===== config.mk =====
export PLATFORM = sky130hd
export DESIGN_NAME = thc_cfg_regs
export DESIGN_NICKNAME = d
export VERILOG_FILES = /design/src/rtl/core/thc_pkg.sv /design/src/rtl/core/thc_cfg_regs.sv
export SDC_FILE = /design/constraint.sdc
export NUM_CORES = 1
export LEC_CHECK = 0
export BUFFER_PORTS_ARGS = -buffer_cell sky130_fd_sc_hd__buf_2
export CORE_UTILIZATION = 55
export DETAILED_ROUTE_END_ITERATION = 8
export PLACE_DENSITY = 0.86
export SLEW_MARGIN = 0
export SYNTH_ARGS = -nofsm -noshare
export SYNTH_HDL_FRONTEND = slang
export SYNTH_SLANG_ARGS = --single-unit
export TNS_END_PERCENT = 30

===== constraint.sdc =====
create_clock -name clk -period 3.5 [get_ports clk]
set_input_delay 0.7 -clock clk [delete_from_list [all_inputs] [get_ports clk]]
set_output_delay 0.7 -clock clk [all_outputs]
set_load 0.02 [all_outputs]

===== src/rtl/core/thc_pkg.sv =====
// Shared types, constants and arithmetic helpers for the compensation pipeline.
package thc_pkg;

  localparam int unsigned CFG_DATA_W = 24;
  localparam int unsigned CFG_IDX_W  = 3;
  localparam int unsigned RAW_T_W    = 20;
  localparam int unsigned RAW_H_W    = 16;
  localparam int unsigned TEMP_W     = 15;
  localparam int unsigned HUM_W      = 14;
  localparam int unsigned HQ_W       = 17;

  localparam int unsigned FINE_LAT  = 4;
  localparam int unsigned TEMP_LAT  = 6;
  localparam int unsigned HUM_LAT   = 12;
  localparam int unsigned TOTAL_LAT = FINE_LAT + HUM_LAT;

  localparam logic signed [31:0] TEMP_MIN     = -32'sd4000;
  localparam logic signed [31:0] TEMP_MAX     = 32'sd8500;
  localparam logic signed [31:0] HUM_T_OFFSET = 32'sd76800;
  localparam logic signed [31:0] HUM_ACC_MAX  = 32'sd419430400;
  localparam logic [HQ_W-1:0]    HUM_Q_MAX    = HQ_W'(100000);
  localparam logic [HUM_W-1:0]   HUM_OUT_MAX  = HUM_W'(9765);

  typedef enum logic [CFG_IDX_W-1:0] {
    REG_T1    = 3'd0,
    REG_T2    = 3'd1,
    REG_T3    = 3'd2,
    REG_H1    = 3'd3,
    REG_H2    = 3'd4,
    REG_H3    = 3'd5,
    REG_H4_H5 = 3'd6,
    REG_H6    = 3'd7
  } cfg_idx_t;

  typedef struct packed {
    logic [15:0]        t1;
    logic signed [15:0] t2;
    logic signed [15:0] t3;
    logic [7:0]         h1;
    logic signed [15:0] h2;
    logic [7:0]         h3;
    logic signed [11:0] h4;
    logic signed [11:0] h5;
    logic signed [7:0]  h6;
  } coeff_t;

  // Low 32 bits of a signed product, as two's complement.
  function automatic logic signed [31:0] mul32(input logic signed [31:0] x,
                                               input logic signed [31:0] y);
    logic signed [63:0] p;
    p = x * y;
    return signed'(p[31:0]);
  endfunction

  // Signed division by 2**sh, truncating toward zero.
  function automatic logic signed [31:0] div_p2(input logic signed [31:0] x,
                                                input logic [4:0] sh);
    logic signed [31:0] bias;
    bias = x[31] ? ((32'sd1 <<< sh) - 32'sd1) : 32'sd0;
    return (x + bias) >>> sh;
  endfunction

endpackage


===== src/rtl/core/thc_cfg_regs.sv =====
// Calibration coefficient registers with a plain write port.
module thc_cfg_regs import thc_pkg::*; (
  input  logic                  clk,
  input  logic                  rst,
  input  logic                  cfg_wr,
  input  logic [CFG_IDX_W-1:0]  cfg_index,
  input  logic [CFG_DATA_W-1:0] cfg_data,
  output coeff_t                coeff
);

  always_ff @(posedge clk) begin
    if (rst) begin
      coeff <= '0;
    end else if (cfg_wr) begin
      unique case (cfg_idx_t'(cfg_index))
        REG_T1:    coeff.t1 <= cfg_data[15:0];
        REG_T2:    coeff.t2 <= signed'(cfg_data[15:0]);
        REG_T3:    coeff.t3 <= signed'(cfg_data[15:0]);
        REG_H1:    coeff.h1 <= cfg_data[7:0];
        REG_H2:    coeff.h2 <= signed'(cfg_data[15:0]);
        REG_H3:    coeff.h3 <= cfg_data[7:0];
        REG_H4_H5: begin
          coeff.h4 <= signed'(cfg_data[23:12]);
          coeff.h5 <= signed'(cfg_data[11:0]);
        end
        REG_H6:    coeff.h6 <= signed'(cfg_data[7:0]);
        default: ;
      endcase
    end
  end

endmodule


* Word-level counts from Yosys, hierarchy flattened
Cells that the tools add are included.
** Operators by class
- Equal/unequal tests :: 7
- Reduce and logical (&&, ||, !) cells :: 9
** Operator list (count)
- AND reduction 2 bit :: 8
- == test 3 bit, second input constant :: 4
- == test 3 x 2 -> 1 bit, second input constant :: 2
- == test 3 x 1 -> 1 bit, second input constant :: 1
- logical NOT 3 bit :: 1
** Word-level totals
- Register bits after elaboration :: 112
- Input bits :: 30
- Output and inout port bits :: 112
- Logic and storage cells :: 25

* Depth between registers and ports, before layout
- Word-level depth :: 2
- Mapped depth :: 5
- Mapped depth without buffers :: 2

* Worst setup path after synthesis
No wires, ideal clock.
- Path kind :: input -> register
- From :: input cfg_index[1]
- To :: register coeff[102] (netlist bit)
- Data required time :: 3.371 ns
- Path buffers :: 3
- Stages :: 5
- Path slack :: 1.631 ns
- Library setup time :: 0.129 ns
- Arrival :: 1.740 ns
- Cell sequence :: buf_2 > or4b_4 > buf_6 > buf_12 > mux2i_1
** On the way
- Longest elaborated chain between the ends :: 2
** Ends and longest elaborated chain
- from (decl) :: RTL line thc_cfg_regs.sv:6 : input logic [CFG_IDX_W-1:0] cfg_index,
- logical NOT 3 bit :: RTL line thc_cfg_regs.sv:15 : unique case (cfg_idx_t'(cfg_index))
- AND reduction 2 bit (no source line)
- to (decl) :: RTL line thc_cfg_regs.sv:8 : output coeff_t coeff
Every way passes these cells.
A chain may end at the register's enable or synchronous reset.

==> reports/metrics.yaml <==
run_status: "completed"
antenna_diode_count: 0
crit_required_ns: 3.74
worst-endpoint-arrival_ns: 1.99
finalCriticalPeriod_ns: 1.75
startpoint: "rst"
cts.sinks: 112
worst-r2r-setup-slack_ns: 2.82
die_height_um: 92.4
startpoint_type: "input port"
final_common_cell: "buf_2"
die_area_um2: 8540
yosysWarningCount: 0
cts.reportedPaths.clkPinSlew_ns: 0.09
synth_async_sr_flop_share: 0
fin_worst_skew_ns: 0
core_region_area_um2: 7810
seq_area_frac_synth: 0.499
initialDrtViolationCount: 75
vias_in_the_first_global_route: 3171
ctsRootBufferMaster: "clkbuf_8"
timing.final.setup_violations: 0
drtPass1Iterations: 4
fp-row-count: 32
period_share: 0.500
cts_max_level: 3
total_power_mw: 2.20
most-common-layout-cells: "141 x buf_2, 136 x nand2b_1, 112 x mux2i_1, 112 x dfxtp_1, 10 x clkbuf_8"
flow.area_growth_from_synthesis_pct: 19.3
layout.nets: 556
source_to_sink_clock_delay_at_the_later_pin_of_the_worst_skew_pair_ns: 0.35
worstRegToRegCells: 2
ys_seq_elements: 112
cts_tree: "built"
global_route_wire_length_before_repair_um: 15600
max_clock_freq_mhz: 571
critical_path.endpoint: "coeff[94]"
largest_registers: "coeff: 112 flops"
number_of_buffers_added_by_the_clock_tree_synthesis_step: 9
antenna_found_initial: 0
finalMaxSlewViolations: 0
category_of_the_most_critical_setup_path: "in2reg"
crit_fanout: 73
port_buffers: 141
rsz0062_at_grt: "no"
finalSetupTns_ns: 0
hpwl_um: 6860
power.density_nw_per_um2: 410
worstMarginPinSlew_ns: 0.777
postRouteAntennaNets: 0
drt_drc_violations_left: 0
number_of_enable_flip_flop_cells_after_synthesis: 0
timing_hold_violations_final: 0
grt_util_all_layers: 0.233
netlist_area_um2: 4500
max_cap_violations: 0
clock_path_buffers: 2
detail_route.wirelength_um: 9780
cts_post_setup_buffers_inserted: 0
cellLeakagePower_nw: 2.87
routedWlPerCell_um: 15.5
routabilityCongestion: 0.768
synth-main-ff-cell: "dfxtp_1"
layout-drive-gt1-share: 0.304
number_of_buffers_inserted_by_hold_repair_at_cts: 0
grt_start_max_net_pins: 74
global_route.overflow_total: 0
floorplan_die_width_um: 92.4
largest_register: "coeff"
final_core_utilization: 0.687
post_cts_resized: 0
via_per_inst: 5.12
number_of_flip_flops_under_the_largest_register_name: 112
synthCells: 408
mean_cell_area_of_the_mapped_netlist_um2: 11.0
vdd_drop_max_v: 0.000219
hold_depth: 2
synth.net_count: 438
worst_r2r_startpoint: "coeff[7]"
synth_cell_types: 15
r2r_end: "coeff[7]"
setup.worst_path.end_class: "register"
floorplan.initialDensity: 0.576
worstHoldPathType: "reg2reg"
via_count: 3233
ioPinCount: 142
worst_slew_margin_rel: 0.482
layout make-up:
class                           instances  area [um2]
Clock buffer                           12         145
Clock inverter                          3        18.8
Fill cell                             610        2440
Multi-Input combinational cell        257        2080
Sequential cell                       112        2240
Tap cell                              102         128
Timing Repair Buffer                  146         756
kinds of logic (layout without fill, tap and decap cells):
group / Yosys count / count (layout) / share of synthesized area
DFF: 112 / 112 / 0.499
muxes: 112 / 112 / 0.249
buffers and inverters: 39 / 161 / 0.0429
and+or+nand+nor: 145 / 145 / 0.209
stage by stage:
step	cells	worst slack, ns	instance area, um2	hold slack, ns
floorplan	408	1.63	4500	0.546
global placement	617	1.43	5200	0.455
detailed placement	617	1.38	5200	0.459
CTS	632	1.77	5370	0.479
global route	632	1.62	5370	0.491
finish	632	1.75	5370	0.475
critical path: stages:
cell	delay [ns]
buf_2	0.59
buf_12	0.31
nand2b_1	0.23
mux2i_1	0.11
cell usage after synthesis, types with 2 or more instances:
| library cell | number | area (um2) |
|---|---|---|
| buf_1 | 3 | 11.3 |
| nand4b_1 | 3 | 26.3 |
| mux2i_1 | 112 | 1120 |
| clkbuf_1 | 23 | 86.3 |
| buf_2 | 9 | 45.0 |
| dfxtp_1 | 112 | 2240 |
| buf_6 | 2 | 22.5 |
| nand4bb_1 | 2 | 22.5 |
| nand2b_1 | 136 | 851 |
worst min-delay path by stage:
stage	from	to	slack, ns
after floorplan	coeff[23]	coeff[23]	0.55
after global placement	coeff[26]	coeff[26]	0.45
after detailed placement	coeff[88]	coeff[88]	0.46
after CTS	coeff[19]	coeff[19]	0.48
after global routing	coeff[87]	coeff[87]	0.49
final	coeff[19]	coeff[19]	0.48
power by group:
| part | internal, mW | switching [mW] | leakage, nW |
|---|---|---|---|
| registers | 1.30 | 0.0150 | 0.906 |
| logic | 0.0898 | 0.121 | 1.88 |
| clock network | 0.275 | 0.398 | 0.0862 |
| total | 1.67 | 0.534 | 2.87 |
layer usage:
metal / global-route usage / up-vias / wire, um / part of all wire
met1: 0.279 / 1570 / 4240 / 0.43
met3: 0.0517 / 15 / 511 / 0.052
li1: - / 1567 / - / -
met2: 0.410 / 81 / 4880 / 0.50
met4: 0.0807 / 0 / 149 / 0.015
met5: 0 / - / 0 / 0
(Power assumes the default switching activity.)
