==> config.mk <==
export PLATFORM = sky130hd
export DESIGN_NAME = thc_temp_pipe
export DESIGN_NICKNAME = d
export VERILOG_FILES = /design/src/rtl/core/thc_pkg.sv /design/src/rtl/core/thc_temp_pipe.sv
export SDC_FILE = /design/constraint.sdc
export NUM_CORES = 2
export LEC_CHECK = 0
export BUFFER_PORTS_ARGS = -buffer_cell sky130_fd_sc_hd__buf_2
export CAP_MARGIN = 20
export CORE_MARGIN = 2
export CORE_UTILIZATION = 40
export CTS_BUF_LIST = sky130_fd_sc_hd__clkbuf_2 sky130_fd_sc_hd__clkbuf_4 sky130_fd_sc_hd__clkbuf_8
export CTS_CLUSTER_SIZE = 20
export DETAILED_ROUTE_END_ITERATION = 10
export PLACE_DENSITY = 0.63
export REMOVE_ABC_BUFFERS = 1
export SYNTH_ARGS = -nofsm -noshare
export SYNTH_HDL_FRONTEND = slang
export SYNTH_SLANG_ARGS = --single-unit
==> constraint.sdc <==
create_clock -name clk -period 10.45 [get_ports clk]
set_clock_uncertainty 0.15 [all_clocks]
set_input_delay 1.045 -clock clk [delete_from_list [all_inputs] [get_ports clk]]
set_output_delay 1.045 -clock clk [all_outputs]
set_load 0.01 [all_outputs]
==> src/rtl/core/thc_pkg.sv <==
// Shared types, constants and arithmetic helpers for the compensation pipeline.
package thc_pkg;

  localparam int unsigned CFG_DATA_W = 24;
  localparam int unsigned CFG_IDX_W  = 3;
  localparam int unsigned RAW_T_W    = 20;
  localparam int unsigned RAW_H_W    = 16;
  localparam int unsigned TEMP_W     = 15;
  localparam int unsigned HUM_W      = 14;
  localparam int unsigned HQ_W       = 17;

  localparam int unsigned FINE_LAT  = 4;
  localparam int unsigned TEMP_LAT  = 6;
  localparam int unsigned HUM_LAT   = 12;
  localparam int unsigned TOTAL_LAT = FINE_LAT + HUM_LAT;

  localparam logic signed [31:0] TEMP_MIN     = -32'sd4000;
  localparam logic signed [31:0] TEMP_MAX     = 32'sd8500;
  localparam logic signed [31:0] HUM_T_OFFSET = 32'sd76800;
  localparam logic signed [31:0] HUM_ACC_MAX  = 32'sd419430400;
  localparam logic [HQ_W-1:0]    HUM_Q_MAX    = HQ_W'(100000);
  localparam logic [HUM_W-1:0]   HUM_OUT_MAX  = HUM_W'(9765);

  typedef enum logic [CFG_IDX_W-1:0] {
    REG_T1    = 3'd0,
    REG_T2    = 3'd1,
    REG_T3    = 3'd2,
    REG_H1    = 3'd3,
    REG_H2    = 3'd4,
    REG_H3    = 3'd5,
    REG_H4_H5 = 3'd6,
    REG_H6    = 3'd7
  } cfg_idx_t;

  typedef struct packed {
    logic [15:0]        t1;
    logic signed [15:0] t2;
    logic signed [15:0] t3;
    logic [7:0]         h1;
    logic signed [15:0] h2;
    logic [7:0]         h3;
    logic signed [11:0] h4;
    logic signed [11:0] h5;
    logic signed [7:0]  h6;
  } coeff_t;

  // Low 32 bits of a signed product, as two's complement.
  function automatic logic signed [31:0] mul32(input logic signed [31:0] x,
                                               input logic signed [31:0] y);
    logic signed [63:0] p;
    p = x * y;
    return signed'(p[31:0]);
  endfunction

  // Signed division by 2**sh, truncating toward zero.
  function automatic logic signed [31:0] div_p2(input logic signed [31:0] x,
                                                input logic [4:0] sh);
    logic signed [31:0] bias;
    bias = x[31] ? ((32'sd1 <<< sh) - 32'sd1) : 32'sd0;
    return (x + bias) >>> sh;
  endfunction

endpackage

==> src/rtl/core/thc_temp_pipe.sv <==
// Temperature pipeline: fine temperature and clamped temperature in hundredths.
module thc_temp_pipe import thc_pkg::*; (
  input  logic                     clk,
  input  logic                     rst,
  input  logic                     in_valid,
  input  logic [RAW_T_W-1:0]       raw_temperature,
  input  coeff_t                   coeff,
  output logic                     fine_valid,
  output logic signed [31:0]       fine,
  output logic signed [TEMP_W-1:0] temperature_centi
);

  logic [FINE_LAT-2:0] vld;
  logic signed [31:0]  a1, b1, pa, pb, ta, pb2, pt;
  logic signed [31:0]  t1_ext, t2_ext, t3_ext, tsum, tclamp;

  assign t1_ext = signed'({16'd0, coeff.t1});
  assign t2_ext = signed'({{16{coeff.t2[15]}}, coeff.t2});
  assign t3_ext = signed'({{16{coeff.t3[15]}}, coeff.t3});

  always_ff @(posedge clk) begin
    if (rst) begin
      vld        <= '0;
      fine_valid <= 1'b0;
    end else begin
      vld        <= {vld[FINE_LAT-3:0], in_valid};
      fine_valid <= vld[FINE_LAT-2];
    end
  end

  always_ff @(posedge clk) begin
    a1   <= signed'({15'd0, raw_temperature[19:3]}) - (t1_ext <<< 1);
    b1   <= signed'({16'd0, raw_temperature[19:4]}) - t1_ext;
    pa   <= mul32(a1, t2_ext);
    pb   <= mul32(b1, b1);
    ta   <= div_p2(pa, 5'd11);
    pb2  <= mul32(div_p2(pb, 5'd12), t3_ext);
    fine <= ta + div_p2(pb2, 5'd14);
    pt   <= mul32(fine, 32'sd5);
    temperature_centi <= tclamp[TEMP_W-1:0];
  end

  always_comb begin
    tsum = div_p2(pt + 32'sd128, 5'd8);
    if (tsum < TEMP_MIN) begin
      tclamp = TEMP_MIN;
    end else if (tsum > TEMP_MAX) begin
      tclamp = TEMP_MAX;
    end else begin
      tclamp = tsum;
    end
  end

endmodule

* Word-level counts from Yosys, hierarchy flattened
Index checks and enable logic that the tools add are counted.
Word-level totals: bits of input ports 135, flip-flop bits (word level) 225, output and inout port bits 48, word-level logic and storage cells 32
Cells by class: reduce and logical (&&, ||, !) cells 1, multiplexer cells 5, add/subtract/negate cells 8, order comparisons 2, multiply operators 4
Operators by type and width (number):
- $add A32 B12 Y32 | 1
- $add A32 B13 Y32 | 1
- $add A32 B15 Y32 | 1
- $add A32 B9 Y32 | 1
- $add A32 B9 Y32 const B | 1
- $mul A17 B17 Y32 | 1
- $mul A18 B16 Y32 | 1
- $mul A20 B16 Y32 | 1
- $mul A22 B4 Y26 const B | 1
- $gt A24 B15 Y1 const B | 1
- $lt A24 B13 Y1 const B | 1
- $add A21 B18 Y22 | 1
- $sub A17 B17 Y18 | 1
- $sub A16 B16 Y17 | 1
- $mux W15 | 1
- $mux W14 | 1
- $mux W12 | 1
- $mux W11 | 1
- $mux W8 | 1
- $reduce_or A2 Y1 | 1

* Depth between registers and ports, before layout
depth after elaboration 5, mapped depth 32, mapped depth without buffers 32

* Worst setup path after synthesis
OpenSTA, ideal clock, no wires.
kind register to register, start register pb[31], end register pb2[30], clock period less this slack 8.120 ns, arrival 7.907 ns, slack 2.330 ns, buffers on the path 1, library setup time 0.062 ns, stages on the path, launching flop included 30, data required time 10.238 ns, cells stage by stage dfxtp_1 > ha_1 > a2111o_1 > a31oi_1 > a31oi_1 > o21ai_0 > nor2_1 > nand4_1 > xnor2_1 > clkbuf_1 > nand2_1 > fa_1 > fa_1 > inv_1 > fa_1 > fa_1 > inv_1 > fa_1 > fa_1 > inv_1 > ha_1 > o21ai_0 > a21oi_1 > nand3_1 > o211ai_1 > nand2_1 > o21ai_0 > o21ai_0 > or4b_2 > nand3_1
Between the ends: cells in the longest elaborated chain, start to end 3
Ends and longest elaborated chain:
- from (decl) | RTL line thc_temp_pipe.sv:14 | logic signed [31:0] a1, b1, pa, pb, ta, pb2, pt;
- from (signal assigned) | RTL line thc_temp_pipe.sv:35 | pb <= mul32(b1, b1);
- $mux W12 | RTL line thc_pkg.sv:59 | bias = x[31] ? ((32'sd1 <<< sh) - 32'sd1) : 32'sd0;
- $add A32 B13 Y32 (*) | RTL line thc_pkg.sv:60 | return (x + bias) >>> sh;
- $mul A20 B16 Y32 (*) | RTL line thc_pkg.sv:51 | p = x * y;
- to (signal assigned) | RTL line thc_temp_pipe.sv:37 | pb2 <= mul32(div_p2(pb, 5'd12), t3_ext);
- to (decl) | RTL line thc_temp_pipe.sv:14
Mark *: on every way between the ends. The rest lies on a longest branch, timed or not. A chain may end at the register's enable or synchronous reset.

* Final worst setup path
Same ends and word-level chain as after synthesis.

==> results.md <==
* Worst reg2reg startpoint: pb[31]$_DFF_P_
* Placeable Area at 0.1001 mm²
* CTS tree: done
* Startpoint types: register
* Post-cts repair resize count at 0
* Gpl congestion at 0.8491
* Setup_tns at 0 ns
* Most common cell after layout, fill and taps aside: inv_1
* Die Wd at 321.8 µm
* Max Root-Sink Buffers at 3
* Largest net degree at the start of global routing at 37
* CTS root buf: clkbuf_8
* Global route overflow at 0
* Total clock sinks at 201
* Share of post-route cells with drive strength above 1 at 5.873%
* Starting DRT DRC Count at 1240
* Cts bufs inserted at 40
* Hold endpoint: pt[0]$_DFF_P_
* Vias per cell at 4.967
* Layout area overhead at 6.655%
* Die Y at 321.8 µm
* Reg clk slew, reported paths at 0.06 ns
* EDFF count, synth at 0
* Fin util at 43.03%
* Synthesized area per cell at 9.199 µm²
* Per-cell routed wire length at 15.47 µm
* Mapped Cells at 4392
* Final Max Slew Viols at 0
* Inst Count DP at 5688
* Ys async rst share at 0%
* Number of synthesized register bits at 201
* WP data required at 10.85 ns
* Vias at 28620
* Post-DP HPWL at 71.59 mm
* Worst path most repeated cell: fa_1
* Global-route wire length before repair at 152.9 mm
* Skew-Pair Late Insertion Delay at 0.61 ns
* Worst Hold Launch: fine[0]$_DFF_P_
* Netlist Area Pre-Place at 0.04040 mm²
* CP endpoint kind: register
* WHS Path Cells at 0
* Slew HR at 26.44%
* Unrepaired setup endpoints after global routing: no
* Reg2Reg Depth at 29
* Reg2Reg Setup Slack at 1.29 ns
* # Max-Cap Violations at 0
* Port bufs at 115
* Status: complete, no violations
* Slowest cell on crit path: dfxtp_1
* Crit-path max FO at 16
* H-tree levels at 2
* Die area at 0.1036 mm²
* Critical path class: register to register
* DRC at 0
* CP peak stage delay at 0.69 ns
* Number of setup buffers added after CTS at 0
* Final Setup Violations at 0
* YS warnings at 0
* GRT Overall Usage at 18.13%
* Final #Nets at 5760
* Post-cts hold buffer count at 0
* Drt pass-1 iters at 8
* Vias in the first global route at 30890
* Most frequent cells in the layout: 977 x inv_1, 822 x fa_1, 477 x nand2_1
* Final hold vios at 0
* Crit path DAT at 9.56 ns
* Most used DFF post-synth: dfxtp_1
* Dpl ws at 1.280 ns
* FILL cells at 9813
* Final instance count without filler cells at 5761
* I/O pin cnt at 183
* Initial antenna violation count at 1
* Initial core utilization at 40.34%
* Row Count at 116
* Max frequency at 109.1 MHz
* Sequential fraction of the synthesis area at 9.960%
* Total Routed Length at 89.10 mm
* Worst-Margin Slew at 1.090 ns
* Routed Antenna Nets at 0
* Fin crit period at 9.163 ns
* Setup WS post-layout at 1.287 ns
* Reg2reg end: pb2[30]$_DFF_P_
* Synth cell types at 83
* Final period utilization at 87.69%
* Hold WC Path Type: register to register
-- worst max path at each step --
stage / from / to / slack, ns
final: pb[31]$_DFF_P_ / pb2[30]$_DFF_P_ / 1.29
after global routing: pb[31]$_DFF_P_ / pb2[29]$_DFF_P_ / 0.69
after CTS: pb[31]$_DFF_P_ / pb2[28]$_DFF_P_ / 1.23
after detailed placement: pb[31]$_DFF_P_ / pb2[30]$_DFF_P_ / 1.28
after global placement: pb[31]$_DFF_P_ / pb2[30]$_DFF_P_ / 1.42
after floorplan: pb[31]$_DFF_P_ / pb2[29]$_DFF_P_ / 2.28
-- registers in the layout (all words and copies together) (netlist names) --
name               count
a1                     2
b1                    16
fine                  22
fine_valid             1
pa                    32
pb                    31
pb2                   32
pt                    26
ta                    21
temperature_centi     15
vld                    3
-- through the flow --
step | hold WS [ns] | area (µm²)
6_report | 0.2479 | 43090
5_1_grt | 0.2631 | 43080
4_1_cts | 0.2506 | 43080
3_5_place_dp | 0.2344 | 42250
3_3_place_gp | 0.2420 | 42250
2_1_floorplan | 0.2470 | 39760
-- kinds of logic after synthesis --
family,synth area share [%]
flip-flops,9.960
buffers and inverters,10.70
XOR/XNOR,5.497
AO/OA/AOI/OAI,6.770
multiplexers,0.05574
AND/OR/NAND/NOR,14.80
adder cells (fa/ha/maj),52.22
-- Yosys cell counts, types with 4 or more instances --
cell,number,area (µm²)
xnor2_1,189,1655
nor3_1,44,220.2
a2111oi_0,4,35.03
o311ai_0,6,52.55
and2_1,309,1933
clkbuf_1,132,495.5
and4_1,11,96.34
fa_1,822,16460
nor4_1,7,43.79
ha_1,371,4642
nor2_1,141,529.3
o21a_1,26,195.2
nand4_1,20,125.1
o22ai_1,4,25.02
o21bai_1,11,82.58
dfxtp_1,201,4024
inv_1,977,3667
nand4b_1,4,35.03
and3_1,31,193.9
a21oi_1,93,465.5
nand3b_1,4,30.03
nor2b_1,21,131.4
o41ai_1,5,43.79
nand2_1,477,1790
buf_4,13,97.59
nand3_1,45,225.2
a221oi_1,6,52.55
a211o_1,7,61.31
o2111ai_1,5,43.79
or3_1,16,100.1
xor2_1,62,543.0
or2_2,11,68.82
a211oi_1,22,165.2
o31ai_1,8,60.06
a21o_1,51,382.9
o211ai_1,11,82.58
o21ai_0,88,440.4
a31o_2,7,61.31
nand2b_1,32,200.2
a21boi_0,6,45.04
or4_1,4,30.03
a31oi_1,19,118.9
-- routing by layer --
layer	vias to the layer above	GRT usage (%)	wire length, µm
met4	0	4.039	1791
met5	-	0	0
li1	13460	-	-
met3	108	2.144	4170
met2	588	32.82	44990
met1	14460	23.07	38150
-- final cells by class --
| cell class | instances | area, µm² | share of cell area, % |
|---|---|---|---|
| clock buffer | 59 | 724.4 | 1.681 |
| timing repair buffer | 151 | 845.8 | 1.963 |
| clock inverter | 12 | 113.9 | 0.2642 |
| inverter | 980 | 3679 | 8.537 |
| antenna | 2 | 5.005 | 0.01162 |
| tap | 1298 | 1624 | 3.769 |
| multi-input combinational | 3058 | 32070 | 74.43 |
| sequential | 201 | 4028 | 9.347 |
-- worst max-delay path: cells and delay by family, from the launching register on --
kind	cells	cell delay, ns
adder cells (fa/ha/maj)	8	3.81
AND/OR/NAND/NOR	7	1.56
buffers and inverters	4	0.41
AO/OA/AOI/OAI	9	2.33
flip-flops	1	0.69
XOR/XNOR	1	0.13
Power is not shown: default switching activity piles up to over one toggle a cycle in this logic, so the estimate is an artifact.
